==> src/sv/cmfu_pkg.sv <==
// Shared types and constants for the cube map face / texture coordinate block.
// Used by every module of the block but cmfu_queue; depends on nothing else.
`default_nettype none

package cmfu_pkg;

    // Default widths
    localparam int COMPONENT_BITS_DEF      = 16;
    localparam int COORD_FRACTION_BITS_DEF = 16;
    localparam int QUEUE_DEPTH_DEF         = 2;

    // Cube face codes
    typedef enum logic [2:0] {
        FACE_POS_X = 3'd0,
        FACE_NEG_X = 3'd1,
        FACE_POS_Y = 3'd2,
        FACE_NEG_Y = 3'd3,
        FACE_POS_Z = 3'd4,
        FACE_NEG_Z = 3'd5
    } t_face;

    // Per-item control handed from the classifier to the divider pipeline
    typedef struct packed {
        t_face face;
        logic  flip_u;
        logic  flip_v;
        logic  zero;
    } t_ctrl;

endpackage

`default_nettype wire

==> src/sv/cube_map_face_uv.sv <==
// Cube map face selection and face texture coordinates. Top level; depends on
// cmfu_pkg, cmfu_front, cmfu_queue and cmfu_back.
//
// Takes one direction vector per cycle: an item is taken at a clock edge with
// start high and busy low. busy only rises if the small queue between the
// classifier and the divider pipeline fills; the divider pipeline takes the
// queue head every cycle, so this does not happen and a new item can be given
// every cycle. Each result appears on the o_ ports for exactly one cycle with
// o_valid high. The accepting edge writes the queue; the item then passes
// through the registered stages of the divider pipeline and into the output
// register. The receiver cannot stall; results come out in order and must be
// taken when o_valid is high.
`default_nettype none

module cube_map_face_uv #(
    parameter int COMPONENT_BITS      = cmfu_pkg::COMPONENT_BITS_DEF,
    parameter int COORD_FRACTION_BITS = cmfu_pkg::COORD_FRACTION_BITS_DEF,
    parameter int QUEUE_DEPTH         = cmfu_pkg::QUEUE_DEPTH_DEF
) (
    input  wire logic                             i_clk,
    input  wire logic                             i_rst_n,
    input  wire logic                             start,
    output logic                                  busy,
    input  wire logic signed [COMPONENT_BITS-1:0] i_dir_x,
    input  wire logic signed [COMPONENT_BITS-1:0] i_dir_y,
    input  wire logic signed [COMPONENT_BITS-1:0] i_dir_z,
    output logic                                  o_valid,
    output logic [2:0]                            o_face,
    output logic [COORD_FRACTION_BITS:0]          o_tex_u,
    output logic [COORD_FRACTION_BITS:0]          o_tex_v,
    output logic                                  o_zero_vector
);

    localparam int CB = COMPONENT_BITS;
    localparam int CTW = $bits(cmfu_pkg::t_ctrl);
    localparam int QW = CTW + CB + 2 * (CB + 1);

    cmfu_pkg::t_ctrl f_ctrl;
    logic [CB-1:0]   f_mag;
    logic [CB:0]     f_num_u;
    logic [CB:0]     f_num_v;
    logic            push;
    logic            full;
    logic            empty;
    logic [QW-1:0]   q_in;
    logic [QW-1:0]   q_out;
    cmfu_pkg::t_ctrl b_ctrl;
    logic [CB-1:0]   b_mag;
    logic [CB:0]     b_num_u;
    logic [CB:0]     b_num_v;

    // Classify incoming items
    cmfu_front #(
        .COMPONENT_BITS(COMPONENT_BITS)
    ) u_front (
        .i_start (start),
        .i_full  (full),
        .i_dir_x (i_dir_x),
        .i_dir_y (i_dir_y),
        .i_dir_z (i_dir_z),
        .o_ctrl  (f_ctrl),
        .o_mag   (f_mag),
        .o_num_u (f_num_u),
        .o_num_v (f_num_v),
        .o_push  (push),
        .o_busy  (busy)
    );

    // Hold classified items until the back end takes them
    assign q_in = {f_ctrl, f_mag, f_num_u, f_num_v};

    cmfu_queue #(
        .WIDTH(QW),
        .DEPTH(QUEUE_DEPTH)
    ) u_queue (
        .i_clk   (i_clk),
        .i_rst_n (i_rst_n),
        .i_push  (push),
        .i_data  (q_in),
        .i_pop   (!empty),
        .o_data  (q_out),
        .o_full  (full),
        .o_empty (empty)
    );

    assign {b_ctrl, b_mag, b_num_u, b_num_v} = q_out;

    // Divide, saturate, mirror and present results
    cmfu_back #(
        .COMPONENT_BITS     (COMPONENT_BITS),
        .COORD_FRACTION_BITS(COORD_FRACTION_BITS)
    ) u_back (
        .i_clk         (i_clk),
        .i_rst_n       (i_rst_n),
        .i_valid       (!empty),
        .i_ctrl        (b_ctrl),
        .i_mag         (b_mag),
        .i_num_u       (b_num_u),
        .i_num_v       (b_num_v),
        .o_valid       (o_valid),
        .o_face        (o_face),
        .o_tex_u       (o_tex_u),
        .o_tex_v       (o_tex_v),
        .o_zero_vector (o_zero_vector)
    );

endmodule

`default_nettype wire

==> src/sv/cmfu_front.sv <==
// Front end: takes a direction item, picks the major axis and face, and forms
// the divisor magnitude and the two coordinate numerators. Uses cmfu_pkg.
`default_nettype none

module cmfu_front #(
    parameter int COMPONENT_BITS = cmfu_pkg::COMPONENT_BITS_DEF
) (
    input  wire logic                             i_start,
    input  wire logic                             i_full,
    input  wire logic signed [COMPONENT_BITS-1:0] i_dir_x,
    input  wire logic signed [COMPONENT_BITS-1:0] i_dir_y,
    input  wire logic signed [COMPONENT_BITS-1:0] i_dir_z,
    output cmfu_pkg::t_ctrl                       o_ctrl,
    output logic [COMPONENT_BITS-1:0]             o_mag,
    output logic [COMPONENT_BITS:0]               o_num_u,
    output logic [COMPONENT_BITS:0]               o_num_v,
    output logic                                  o_push,
    output logic                                  o_busy
);

    localparam int CB = COMPONENT_BITS;

    logic [CB-1:0]        ax;
    logic [CB-1:0]        ay;
    logic [CB-1:0]        az;
    logic                 x_major;
    logic                 y_major;
    logic                 neg;
    logic signed [CB-1:0] minor_u;
    logic signed [CB-1:0] minor_v;
    logic signed [CB+1:0] su;
    logic signed [CB+1:0] sv;
    logic signed [CB+1:0] nu;
    logic signed [CB+1:0] nv;

    // Accept while the queue has room
    assign o_busy = i_full;
    assign o_push = i_start && !i_full;

    // Magnitudes; the most negative value maps to 2^(CB-1), which still fits
    assign ax = i_dir_x[CB-1] ? (~i_dir_x + CB'(1)) : i_dir_x;
    assign ay = i_dir_y[CB-1] ? (~i_dir_y + CB'(1)) : i_dir_y;
    assign az = i_dir_z[CB-1] ? (~i_dir_z + CB'(1)) : i_dir_z;

    // Major axis, ties to x then y
    assign x_major = (ax >= ay) && (ax >= az);
    assign y_major = !x_major && (ay >= az);

    // Pick face, divisor, minors and mirror flags
    always_comb begin
        o_ctrl.zero = (i_dir_x == '0) && (i_dir_y == '0) && (i_dir_z == '0);
        if (x_major) begin
            neg           = i_dir_x[CB-1];
            o_mag         = ax;
            minor_u       = i_dir_z;
            minor_v       = i_dir_y;
            o_ctrl.flip_u = 1'b1;
            o_ctrl.flip_v = !neg;
            o_ctrl.face   = neg ? cmfu_pkg::FACE_NEG_X : cmfu_pkg::FACE_POS_X;
        end else if (y_major) begin
            neg           = i_dir_y[CB-1];
            o_mag         = ay;
            minor_u       = i_dir_x;
            minor_v       = i_dir_z;
            o_ctrl.flip_u = neg;
            o_ctrl.flip_v = 1'b0;
            o_ctrl.face   = neg ? cmfu_pkg::FACE_NEG_Y : cmfu_pkg::FACE_POS_Y;
        end else begin
            neg           = i_dir_z[CB-1];
            o_mag         = az;
            minor_u       = i_dir_x;
            minor_v       = i_dir_y;
            o_ctrl.flip_u = 1'b0;
            o_ctrl.flip_v = !neg;
            o_ctrl.face   = neg ? cmfu_pkg::FACE_NEG_Z : cmfu_pkg::FACE_POS_Z;
        end
        // Zero vector reports the -x face
        if (o_ctrl.zero) begin
            o_ctrl.face = cmfu_pkg::FACE_NEG_X;
        end
    end

    // Numerators n = s*a + |M|, always in [0, 2|M|]
    assign su = {{2{minor_u[CB-1]}}, minor_u};
    assign sv = {{2{minor_v[CB-1]}}, minor_v};
    assign nu = (neg ? -su : su) + $signed({2'b00, o_mag});
    assign nv = (neg ? -sv : sv) + $signed({2'b00, o_mag});
    assign o_num_u = nu[CB:0];
    assign o_num_v = nv[CB:0];

endmodule

`default_nettype wire

==> src/sv/cmfu_queue.sv <==
// Small register queue that decouples the classifier from the divider pipeline.
// Generic payload vector; no package dependencies.
`default_nettype none

module cmfu_queue #(
    parameter int WIDTH = 8,
    parameter int DEPTH = 2
) (
    input  wire logic             i_clk,
    input  wire logic             i_rst_n,
    input  wire logic             i_push,
    input  wire logic [WIDTH-1:0] i_data,
    input  wire logic             i_pop,
    output logic [WIDTH-1:0]      o_data,
    output logic                  o_full,
    output logic                  o_empty
);

    localparam int PW = (DEPTH > 1) ? $clog2(DEPTH) : 1;
    localparam int CW = $clog2(DEPTH + 1);

    logic [WIDTH-1:0] r_mem [DEPTH];
    logic [PW-1:0]    r_wptr;
    logic [PW-1:0]    n_wptr;
    logic [PW-1:0]    r_rptr;
    logic [PW-1:0]    n_rptr;
    logic [CW-1:0]    r_count;
    logic [CW-1:0]    n_count;
    logic             do_push;
    logic             do_pop;

    assign o_full  = (r_count == CW'(DEPTH));
    assign o_empty = (r_count == '0);
    assign do_push = i_push && !o_full;
    assign do_pop  = i_pop && !o_empty;
    assign o_data  = r_mem[r_rptr];

    // Advance pointers with explicit wrap
    always_comb begin
        n_wptr  = r_wptr;
        n_rptr  = r_rptr;
        n_count = r_count;
        if (do_push) begin
            n_wptr = (r_wptr == PW'(DEPTH - 1)) ? '0 : r_wptr + PW'(1);
        end
        if (do_pop) begin
            n_rptr = (r_rptr == PW'(DEPTH - 1)) ? '0 : r_rptr + PW'(1);
        end
        if (do_push && !do_pop) begin
            n_count = r_count + CW'(1);
        end else if (do_pop && !do_push) begin
            n_count = r_count - CW'(1);
        end
    end

    always_ff @(posedge i_clk) begin
        if (!i_rst_n) begin
            r_wptr  <= '0;
            r_rptr  <= '0;
            r_count <= '0;
        end else begin
            r_wptr  <= n_wptr;
            r_rptr  <= n_rptr;
            r_count <= n_count;
        end
    end

    // Store the payload
    always_ff @(posedge i_clk) begin
        if (do_push) begin
            r_mem[r_wptr] <= i_data;
        end
    end

endmodule

`default_nettype wire

==> src/sv/cmfu_back.sv <==
// Back end: pipelined restoring dividers for u and v, one quotient bit per
// stage, then saturation, mirroring and the zero-vector override. Uses cmfu_pkg.
`default_nettype none

module cmfu_back #(
    parameter int COMPONENT_BITS      = cmfu_pkg::COMPONENT_BITS_DEF,
    parameter int COORD_FRACTION_BITS = cmfu_pkg::COORD_FRACTION_BITS_DEF
) (
    input  wire logic                           i_clk,
    input  wire logic                           i_rst_n,
    input  wire logic                           i_valid,
    input  wire cmfu_pkg::t_ctrl                i_ctrl,
    input  wire logic [COMPONENT_BITS-1:0]      i_mag,
    input  wire logic [COMPONENT_BITS:0]        i_num_u,
    input  wire logic [COMPONENT_BITS:0]        i_num_v,
    output logic                                o_valid,
    output logic [2:0]                          o_face,
    output logic [COORD_FRACTION_BITS:0]        o_tex_u,
    output logic [COORD_FRACTION_BITS:0]        o_tex_v,
    output logic                                o_zero_vector
);

    localparam int CB = COMPONENT_BITS;
    localparam int F  = COORD_FRACTION_BITS;
    localparam int DW = CB + F + 1;   // dividend width
    localparam int NS = F + 1;        // quotient bits = pipeline stages
    localparam int TW = F + 1;        // coordinate width
    localparam logic [TW-1:0] C_ONE  = TW'(1) << F;
    localparam logic [TW-1:0] C_HALF = TW'(1) << (F - 1);

    logic [DW-1:0]   w_rem_u [NS];
    logic [DW-1:0]   w_rem_v [NS];
    logic [CB:0]     w_div   [NS];
    logic [TW-1:0]   w_q_u   [NS];
    logic [TW-1:0]   w_q_v   [NS];
    cmfu_pkg::t_ctrl w_ctrl  [NS];
    logic            w_valid [NS];

    logic [DW-1:0]   r_rem_u [NS];
    logic [DW-1:0]   r_rem_v [NS];
    logic [CB:0]     r_div   [NS];
    logic [TW-1:0]   r_q_u   [NS];
    logic [TW-1:0]   r_q_v   [NS];
    cmfu_pkg::t_ctrl r_ctrl  [NS];
    logic            r_valid [NS];

    logic [TW-1:0]   t_u;
    logic [TW-1:0]   t_v;
    logic [TW-1:0]   n_tex_u;
    logic [TW-1:0]   n_tex_v;
    logic            r_valid_o;
    logic [2:0]      r_face;
    logic [TW-1:0]   r_tex_u;
    logic [TW-1:0]   r_tex_v;
    logic            r_zero;

    genvar k;
    generate
        for (k = 0; k < NS; k++) begin : g_stage
            logic [DW-1:0] shifted;
            logic          ge_u;
            logic          ge_v;

            // Stage input: queue head for the first stage, previous stage after
            if (k == 0) begin : g_first
                // Dividend n * 2^F + |M|, divisor 2|M|
                assign w_rem_u[k] = {i_num_u, {F{1'b0}}} + DW'(i_mag);
                assign w_rem_v[k] = {i_num_v, {F{1'b0}}} + DW'(i_mag);
                assign w_div[k]   = {i_mag, 1'b0};
                assign w_q_u[k]   = '0;
                assign w_q_v[k]   = '0;
                assign w_ctrl[k]  = i_ctrl;
                assign w_valid[k] = i_valid;
            end else begin : g_next
                assign w_rem_u[k] = r_rem_u[k-1];
                assign w_rem_v[k] = r_rem_v[k-1];
                assign w_div[k]   = r_div[k-1];
                assign w_q_u[k]   = r_q_u[k-1];
                assign w_q_v[k]   = r_q_v[k-1];
                assign w_ctrl[k]  = r_ctrl[k-1];
                assign w_valid[k] = r_valid[k-1];
            end

            // Try to subtract divisor << (F - k) and set that quotient bit
            assign shifted = DW'(w_div[k]) << (F - k);
            assign ge_u    = (w_rem_u[k] >= shifted);
            assign ge_v    = (w_rem_v[k] >= shifted);

            always_ff @(posedge i_clk) begin
                if (!i_rst_n) begin
                    r_valid[k] <= 1'b0;
                end else begin
                    r_valid[k] <= w_valid[k];
                end
            end

            always_ff @(posedge i_clk) begin
                r_rem_u[k] <= ge_u ? (w_rem_u[k] - shifted) : w_rem_u[k];
                r_rem_v[k] <= ge_v ? (w_rem_v[k] - shifted) : w_rem_v[k];
                r_q_u[k]   <= w_q_u[k] | (TW'(ge_u) << (F - k));
                r_q_v[k]   <= w_q_v[k] | (TW'(ge_v) << (F - k));
                r_div[k]   <= w_div[k];
                r_ctrl[k]  <= w_ctrl[k];
            end
        end
    endgenerate

    // Saturate to 1.0, mirror where the face calls for it, override zero vector
    always_comb begin
        t_u = (r_q_u[NS-1] > C_ONE) ? C_ONE : r_q_u[NS-1];
        t_v = (r_q_v[NS-1] > C_ONE) ? C_ONE : r_q_v[NS-1];
        n_tex_u = r_ctrl[NS-1].flip_u ? (C_ONE - t_u) : t_u;
        n_tex_v = r_ctrl[NS-1].flip_v ? (C_ONE - t_v) : t_v;
        if (r_ctrl[NS-1].zero) begin
            n_tex_u = C_HALF;
            n_tex_v = C_HALF;
        end
    end

    // Output register; strobe lasts one cycle per item
    always_ff @(posedge i_clk) begin
        if (!i_rst_n) begin
            r_valid_o <= 1'b0;
        end else begin
            r_valid_o <= r_valid[NS-1];
        end
    end

    always_ff @(posedge i_clk) begin
        r_face  <= r_ctrl[NS-1].face;
        r_tex_u <= n_tex_u;
        r_tex_v <= n_tex_v;
        r_zero  <= r_ctrl[NS-1].zero;
    end

    assign o_valid       = r_valid_o;
    assign o_face        = r_face;
    assign o_tex_u       = r_tex_u;
    assign o_tex_v       = r_tex_v;
    assign o_zero_vector = r_zero;

endmodule

`default_nettype wire

==> config.mk <==
export PLATFORM = sky130hd
export DESIGN_NAME = cube_map_face_uv
export DESIGN_NICKNAME = d
export VERILOG_FILES = /design/src/sv/cmfu_pkg.sv /design/src/sv/cube_map_face_uv.sv /design/src/sv/cmfu_front.sv /design/src/sv/cmfu_queue.sv /design/src/sv/cmfu_back.sv
export SDC_FILE = /design/constraint.sdc
export NUM_CORES = 2
export LEC_CHECK = 0
export ABC_CLOCK_PERIOD_IN_PS = 19800
export BUFFER_PORTS_ARGS = -buffer_cell sky130_fd_sc_hd__buf_2
export CAP_MARGIN = 5
export CORE_ASPECT_RATIO = 1.4
export CORE_MARGIN = 5
export CORE_UTILIZATION = 50
export DETAILED_ROUTE_END_ITERATION = 16
export GPL_TIMING_DRIVEN = 1
export HOLD_SLACK_MARGIN = 0.02
export PLACE_DENSITY = 0.69
export REMOVE_ABC_BUFFERS = 1
export SLEW_MARGIN = 40
export SYNTH_ARGS = -nofsm -noshare
export SYNTH_HDL_FRONTEND = slang
export SYNTH_HIERARCHICAL = 1
export SYNTH_SLANG_ARGS = --single-unit
==> constraint.sdc <==
create_clock -name i_clk -period 19.8 [get_ports i_clk]
set_clock_uncertainty 0.05 [all_clocks]
set_input_delay 2.97 -clock i_clk [delete_from_list [all_inputs] [get_ports i_clk]]
set_output_delay 2.97 -clock i_clk [all_outputs]
set_load 0.02 [all_outputs]
# --- After elaboration in Yosys (flattened, before gate mapping) ---
# Memory sizes are Yosys's and may differ from the RTL's. A register that Yosys moved wholly into a read port is not among the register bits.
# Cells that the tools add are included.
totals:
  regBits: 42
  inputBits: 51
  mem_bits_rw: 2220
  memories: 8
  word_cells: 259
  out_inout_bits: 40
mem_list:
  columns: ["memory", "words", "width", "read_ports", "rd_ports_with_merged_regs", "write_ports", "line_no", "text"]
  rows:
  - ["u_back.r_rem_u", 17, 33, 16, 0, 17, "cmfu_back.sv:39", "logic [DW-1:0] r_rem_u [NS];"]
  - ["u_back.r_rem_v", 17, 33, 16, 0, 17, "cmfu_back.sv:40", "logic [DW-1:0] r_rem_v [NS];"]
  - ["u_back.r_div", 17, 17, 16, 0, 17, "cmfu_back.sv:41", "logic [CB:0] r_div [NS];"]
  - ["u_back.r_q_u", 17, 17, 17, 0, 17, "cmfu_back.sv:42", "logic [TW-1:0] r_q_u [NS];"]
  - ["u_back.r_q_v", 17, 17, 17, 0, 17, "cmfu_back.sv:43", "logic [TW-1:0] r_q_v [NS];"]
  - ["u_queue.r_mem", 2, 56, 1, 1, 1, "cmfu_queue.sv:22", "logic [WIDTH-1:0] r_mem [DEPTH];"]
  - ["+2 memories", null, null, null, null, null, null, null]
classes:
  eq_ne: 1
  n_lt_le_gt_ge: 39
  n_bitwise: 52
  n_reduce_logical: 20
  addsub: 49
  muxes: 83
ops:
  columns: ["op", "count"]
  rows:
  - ["$mux W33", 34]
  - ["$mux W16", 8]
  - ["$mux W17", 6]
  - ["$add A33 B16 Y33", 2]
  - ["$ge A33 B17 Y1", 2]
  - ["$ge A33 B18 Y1", 2]
  - ["$ge A33 B19 Y1", 2]
  - ["$ge A33 B20 Y1", 2]
  - ["$ge A33 B21 Y1", 2]
  - ["$ge A33 B22 Y1", 2]
  - ["$ge A33 B23 Y1", 2]
  - ["$ge A33 B24 Y1", 2]
  - ["$ge A33 B25 Y1", 2]
  - ["$ge A33 B26 Y1", 2]
  - ["$ge A33 B27 Y1", 2]
  - ["$ge A33 B28 Y1", 2]
  - ["$ge A33 B29 Y1", 2]
  - ["$ge A33 B30 Y1", 2]
  - ["$ge A33 B31 Y1", 2]
  - ["$ge A33 B32 Y1", 2]
  - ["$ge A33 B33 Y1", 2]
  - ["$sub A33 B17 Y33", 2]
  - ["$sub A33 B18 Y33", 2]
  - ["$sub A33 B19 Y33", 2]
  - ["other kinds (51)", 154]

# --- Depth between registers and ports, before layout ---
logic_depth:
  depth_word: 12
  ltp_mapped: 35
  depth_no_buf: 31

# --- Hierarchy ---
# Netlist, hierarchy kept.
modules_own_cells:
  columns: ["module", "n_inst", "cells_each", "seq_area_each_um2", "area_each_um2"]
  rows:
  - ["cmfu_back", 1, 6941, 29508.3, 65470.3]
  - ["cmfu_front", 1, 728, 0.0, 5147.4]
  - ["cmfu_queue", 1, 199, 3463.3, 4267.8]
  - ["cube_map_face_uv", 1, 1, 0.0, 3.8]

# --- Worst setup path before layout ---
# Ideal clock, no wire load.
synth_path:
  kind: "input to register"
  startpoint: "input port i_dir_x[3]"
  endpoint: "memory u_queue/r_mem[0][16] in the netlist's numbering (data pin)"
  t_required_ps: 19483
  path_slack_ps: 10474
  setup_time_ps: 267
  path_stages: 34
  path_buffers: 4
  t_arrival_ps: 9008
  path_cell_list: "buf_2 nor4_1 nand2b_1 nor4_1 nand2_1 nand2_1 xnor2_1 ha_1 a21o_1 a21o_1 a21o_1 a21oi_1 o31ai_1 o21ai_2 nand2_2 buf_6 buf_2 a21o_1 inv_1 ha_1 clkbuf_1 nor2_1 xnor2_1 ha_1 a21o_1 a21oi_1 nor2b_1 o41ai_1 o2111ai_1 a21o_1 a21oi_1 o21a_1 o21ai_0 xor2_1"
synth_via:
  elab_chain_cells: 12
  elab_cells_between_ends: 17
  cone_classes: "add/sub: 3; order compare: 2; mux: 8; bitwise: 1; reduce/logical: 3"
synth_lines:
  columns: ["element", "line_no", "text"]
  rows:
  - ["from (decl)", "cube_map_face_uv.sv:24", "input wire logic signed [COMPONENT_BITS-1:0] i_dir_x,"]
  - ["$not A16 Y16", "cmfu_front.sv:41", "assign ax = i_dir_x[CB-1] ? (~i_dir_x + CB'(1)) : i_dir_x;"]
  - ["$add A16 B2 Y16", "cmfu_front.sv:41", null]
  - ["$mux W16 (*)", "cmfu_front.sv:41", null]
  - ["$ge A16 B16 Y1", "cmfu_front.sv:46", "assign x_major = (ax >= ay) && (ax >= az);"]
  - ["$logic_and A1 B1 Y1", "cmfu_front.sv:46", null]
  - ["$logic_not A1 Y1", "cmfu_front.sv:47", "assign y_major = !x_major && (ay >= az);"]
  - ["$logic_and A1 B1 Y1", "cmfu_front.sv:47", null]
  - ["$mux W16", "cmfu_front.sv:60", "end else if (y_major) begin"]
  - ["$mux W16", "cmfu_front.sv:52", "if (x_major) begin"]
  - ["$neg A16 Y17", "cmfu_front.sv:87", "assign nv = (neg ? -sv : sv) + $signed({2'b00, o_mag});"]
  - ["$mux W17", "cmfu_front.sv:87", null]
  - ["$add A17 B17 Y17 (*)", "cmfu_front.sv:87", null]
  - ["net f_num_v[16]", "cube_map_face_uv.sv:41", "logic [CB:0] f_num_v;"]
  - ["to (decl)", "cmfu_queue.sv:22", null]
# Mark *: on every way through the listed nets, which the timed path passes. The rest lies on a longest branch.

# --- Worst setup path in the final report ---
layout_path:
  startpoint: "input port i_dir_z[2]"
  endpoint: "memory u_queue/r_mem[0][16] in the netlist's numbering (data pin)"
layout_via:
  elab_chain_cells: 12
  elab_cells_between_ends: 17
  cone_classes: "add/sub: 3; order compare: 2; mux: 8; bitwise: 1; reduce/logical: 3"
layout_lines:
  columns: ["element", "line_no", "text"]
  rows:
  - ["from (decl)", "cube_map_face_uv.sv:26", "input wire logic signed [COMPONENT_BITS-1:0] i_dir_z,"]
  - ["$not A16 Y16", "cmfu_front.sv:43", "assign az = i_dir_z[CB-1] ? (~i_dir_z + CB'(1)) : i_dir_z;"]
  - ["$add A16 B2 Y16", "cmfu_front.sv:43", null]
  - ["$mux W16", "cmfu_front.sv:43", null]
  - ["$ge A16 B16 Y1", "cmfu_front.sv:46", null]
  - ["$logic_and A1 B1 Y1", "cmfu_front.sv:46", null]
  - ["$logic_not A1 Y1", "cmfu_front.sv:47", null]
  - ["$logic_and A1 B1 Y1", "cmfu_front.sv:47", null]
  - ["$mux W16", "cmfu_front.sv:60", null]
  - ["$mux W16", "cmfu_front.sv:52", null]
  - ["$neg A16 Y17", "cmfu_front.sv:87", null]
  - ["$mux W17", "cmfu_front.sv:87", null]
  - ["$add A17 B17 Y17 (*)", "cmfu_front.sv:87", null]
  - ["net f_num_v[16]", "cube_map_face_uv.sv:41", null]
# Marked as above.

==> flow_summary_export.csv <==
group,metric,value,unit
timing,final.period_utilization,0.512,
finish,mostFrequentLayoutCell,"dfxtp_1",
timing,rsz0062_at_grt,"no",
global_routing,grt.overflow.total,0,
drt,drcViolationCount,0,
timing,setup_viol,0,
place,hpwl,158000,um
finish,nets,8671,
drt,wl,199000,um
floorplanning,die_area,0.158,mm^2
logic_synthesis,ys_warn_count,6,
cts,post_cts_buffers,0,
floorplanning,die_w,337,um
drt,avgViaCountPerCell,5.60,
floorplanning,ios,91,
drt,ant_nets,0,
critical_path,critPathMaxStageDelay,0.64,ns
timing,period_minus_slack,10.15,ns
cts,cts.sink_count,1591,
logic_synthesis,synth_top_area_frac,0.395,
global_routing,antenna_found_initial,4,
drt,dr.first_iter.drc_count,2991,
logic_synthesis,synthTopCellsByArea,"dfxtp_1 40%, ha_1 10%, xnor2_1 4.6%, edfxtp_1 4.5%, xor2_1 3.8%",
logic_synthesis,avgSynthCellArea,9.52,um^2
global_routing,grt_usage,0.246,
logic_synthesis,netlist_area,0.0749,mm^2
critical_path,r2r-end,"u_back/r_rem_v[0][25]",
critical_path,crit_path_start,"i_dir_z[2]",
critical_path,crit_required,20.24,ns
logic_synthesis,ys_seq_area_frac,0.440,
timing,hold_viol,0,
timing,relSlewSlack,0.385,
critical_path,reg2reg_depth,15,
drt,wl_per_cell,19.8,um
critical_path,end_kind,"flip-flop",
finish,final_util,0.555,
cts,clk_path_buf_depth,3,
timing,finalMaxSlewViolations,0,
job,maxCapViolCount,0,
critical_path,crit_path_top_delay_cell,"nand2_2",
logic_synthesis,synth_edf_count,112,
critical_path,path_class,"in -> reg",
critical_path,endpoint,"u_queue/r_mem[0][16]",
cts,cts_buffers,151,
logic_synthesis,syn_inst,7869,
cts,root_buffer,"clkbuf_16",
floorplanning,start_util,0.502,
logic_synthesis,synth.distinct_cells,102,
logic_synthesis,netlist.top_cell.by_area,"dfxtp_1",
cts,cts_tree,"built",
cts,ctsHoldBuffers,0,
logic_synthesis,ys_ff_latch,1591,
floorplanning,row_count,168,
critical_path,arrival,10.59,ns
critical_path,cp-start-kind,"input pin",
logic_synthesis,async_flop_share,0,
critical_path,path_max_fanout,31,
floorplanning,chipHeight,468,um
cts,h-tree-depth,4,
timing,fmax,0.0986,GHz
floorplanning,core,0.149,mm^2
critical_path,reg2reg_slack,14.81,ns
worst_hold_path,hold_path.class,"reg -> reg",
drt,num_vias,56300,
finish,layout-drive-gt1-share,0.0804,
cts,clk_pin_slew,0.06,ns
global_routing,grt_max_degree,58,
timing,worstMarginPinSlew,0.914,ns
global_routing,grt_pass1_wl,304000,um
logic_synthesis,synthFlopType,"dfxtp_1",
finish,syn_to_final_growth,10.6,%
timing,fin_tns_setup,0,ns
place,numPortBuffers,90,
cts,cts_resized,0,
finish,layout_common_cells,"1477 x dfxtp_1, 612 x ha_1, 609 x nand2_1",
global_routing,grt_pass1_vias,56800,
place,gp_congestion,1.02,
run_status,outcome,"finished, final reports clean",
cts,worstSkewPairLatency,0.82,ns
drt,dr.pass1.iters,8,
[routing by layer]
metal  up-vias  wire length, um  share of wire  track usage
met3       583             5590          0.028       0.0304
met4         0            20300           0.10        0.211
met5         -                0              0            0
met1     26400            65400           0.33        0.217
li1      28100                -              -            -
met2      1226           108000           0.54        0.483
[cell type report]
class | count | area [um^2]
antenna | 2 | 5.00
clock buffer | 202 | 4200
clock inverter | 69 | 1110
fill | 13200 | 66400
inverter | 448 | 1680
multi-input combinational | 5658 | 39700
sequential | 1591 | 33000
tap | 1955 | 2450
timing repair buffer | 126 | 743
[metrics by stage]
stage / hold slack, ns / instances / cell area, um^2 / setup slack (ns)
global placement: 0.260 / 9774 / 77400 / 8.69
floorplan: 0.260 / 7697 / 74100 / 9.61
detailed placement: 0.262 / 9775 / 77500 / 8.77
CTS: 0.226 / 10000 / 82800 / 9.55
global route: 0.228 / 10100 / 82900 / 9.12
finish: 0.232 / 10100 / 82900 / 9.65
[state kept, by name, summed over array words and instances (netlist names), named ones only]
name	flops
u_back/r_rem_v	528
u_back/r_rem_u	377
u_back/r_q_u	153
u_back/r_q_v	153
u_queue/r_mem	112
u_back/r_div	105
u_back/r_ctrl	102
u_back/o_tex_u	17
u_back/o_tex_v	17
u_back/r_valid	17
u_back/o_face	3
u_queue/r_count	2
u_back/o_valid	1
u_back/o_zero_vector	1
u_queue/r_rptr	1
u_queue/r_wptr	1
[critical path, delay by kind of cell]
| family | cells | cell delay [ns] |
|---|---|---|
| compound gates | 12 | 3.23 |
| buf+inv | 1 | 0.17 |
| simple gates | 10 | 2.55 |
| xor+xnor | 3 | 0.67 |
| fa+ha+maj | 3 | 1.00 |
[cells in the mapped netlist (18+ instances only)]
cell          n
a21boi_0     19
inv_1       442
a2111oi_0    27
a21oi_1     564
o211ai_1     29
mux2i_1      41
clkbuf_1    128
or3_1        63
nor3_1      189
nor2_1      541
o21a_1       89
or4_1        47
nor4_1      107
a211oi_1     51
edfxtp_1    112
and2_1       39
nand2_1     611
o21bai_1     63
dfxtp_1    1479
fa_1         32
o21ai_0     521
xnor2_1     392
mux2_2      166
o41ai_1      19
nor4b_1      19
a31oi_1      59
nand4_1      94
a21o_1      193
or2_2        32
nor2b_1      88
nand3_1     122
ha_1        612
nand2b_1    118
o31ai_1      60
xor2_1      327
and3_1       48
o31a_1       18
buf_2        24
nand3b_1     24
[logic make-up (layout without fill, tap and decap cells)]
| group | Yosys count | count (layout) | share of synthesized area |
|---|---|---|---|
| AND/OR/NAND/NOR | 2209 | 2209 | 0.145 |
| AO/OA/AOI/OAI | 1876 | 1876 | 0.156 |
| flip-flops | 1591 | 1591 | 0.440 |
| XOR/XNOR | 720 | 720 | 0.0843 |
| adder cells (fa/ha/maj) | 644 | 644 | 0.111 |
| buffers and inverters | 620 | 845 | 0.0324 |
| multiplexers | 209 | 209 | 0.0307 |
| other | 0 | 2 | 0 |
[worst min path at each step]
stage,startpoint,endpoint,slack [ns],cells past startpoint
2_1_floorplan,u_back/r_ctrl[1][3],u_back/o_face[0],0.26,0
3_3_place_gp,u_back/r_q_v[0][233],u_back/r_q_v[0][250],0.26,0
3_5_place_dp,u_back/r_q_u[0][241],u_back/r_q_u[0][258],0.26,0
4_1_cts,u_back/r_q_u[0][165],u_back/r_q_u[0][182],0.23,0
5_1_grt,u_back/r_q_u[0][183],u_back/r_q_u[0][200],0.23,0
6_report,u_back/r_ctrl[0][17],u_back/r_ctrl[0][23],0.23,0
Power is left out: the tool's default activity adds up to more than one toggle a clock period on the data nets, which glitch-free logic cannot reach.
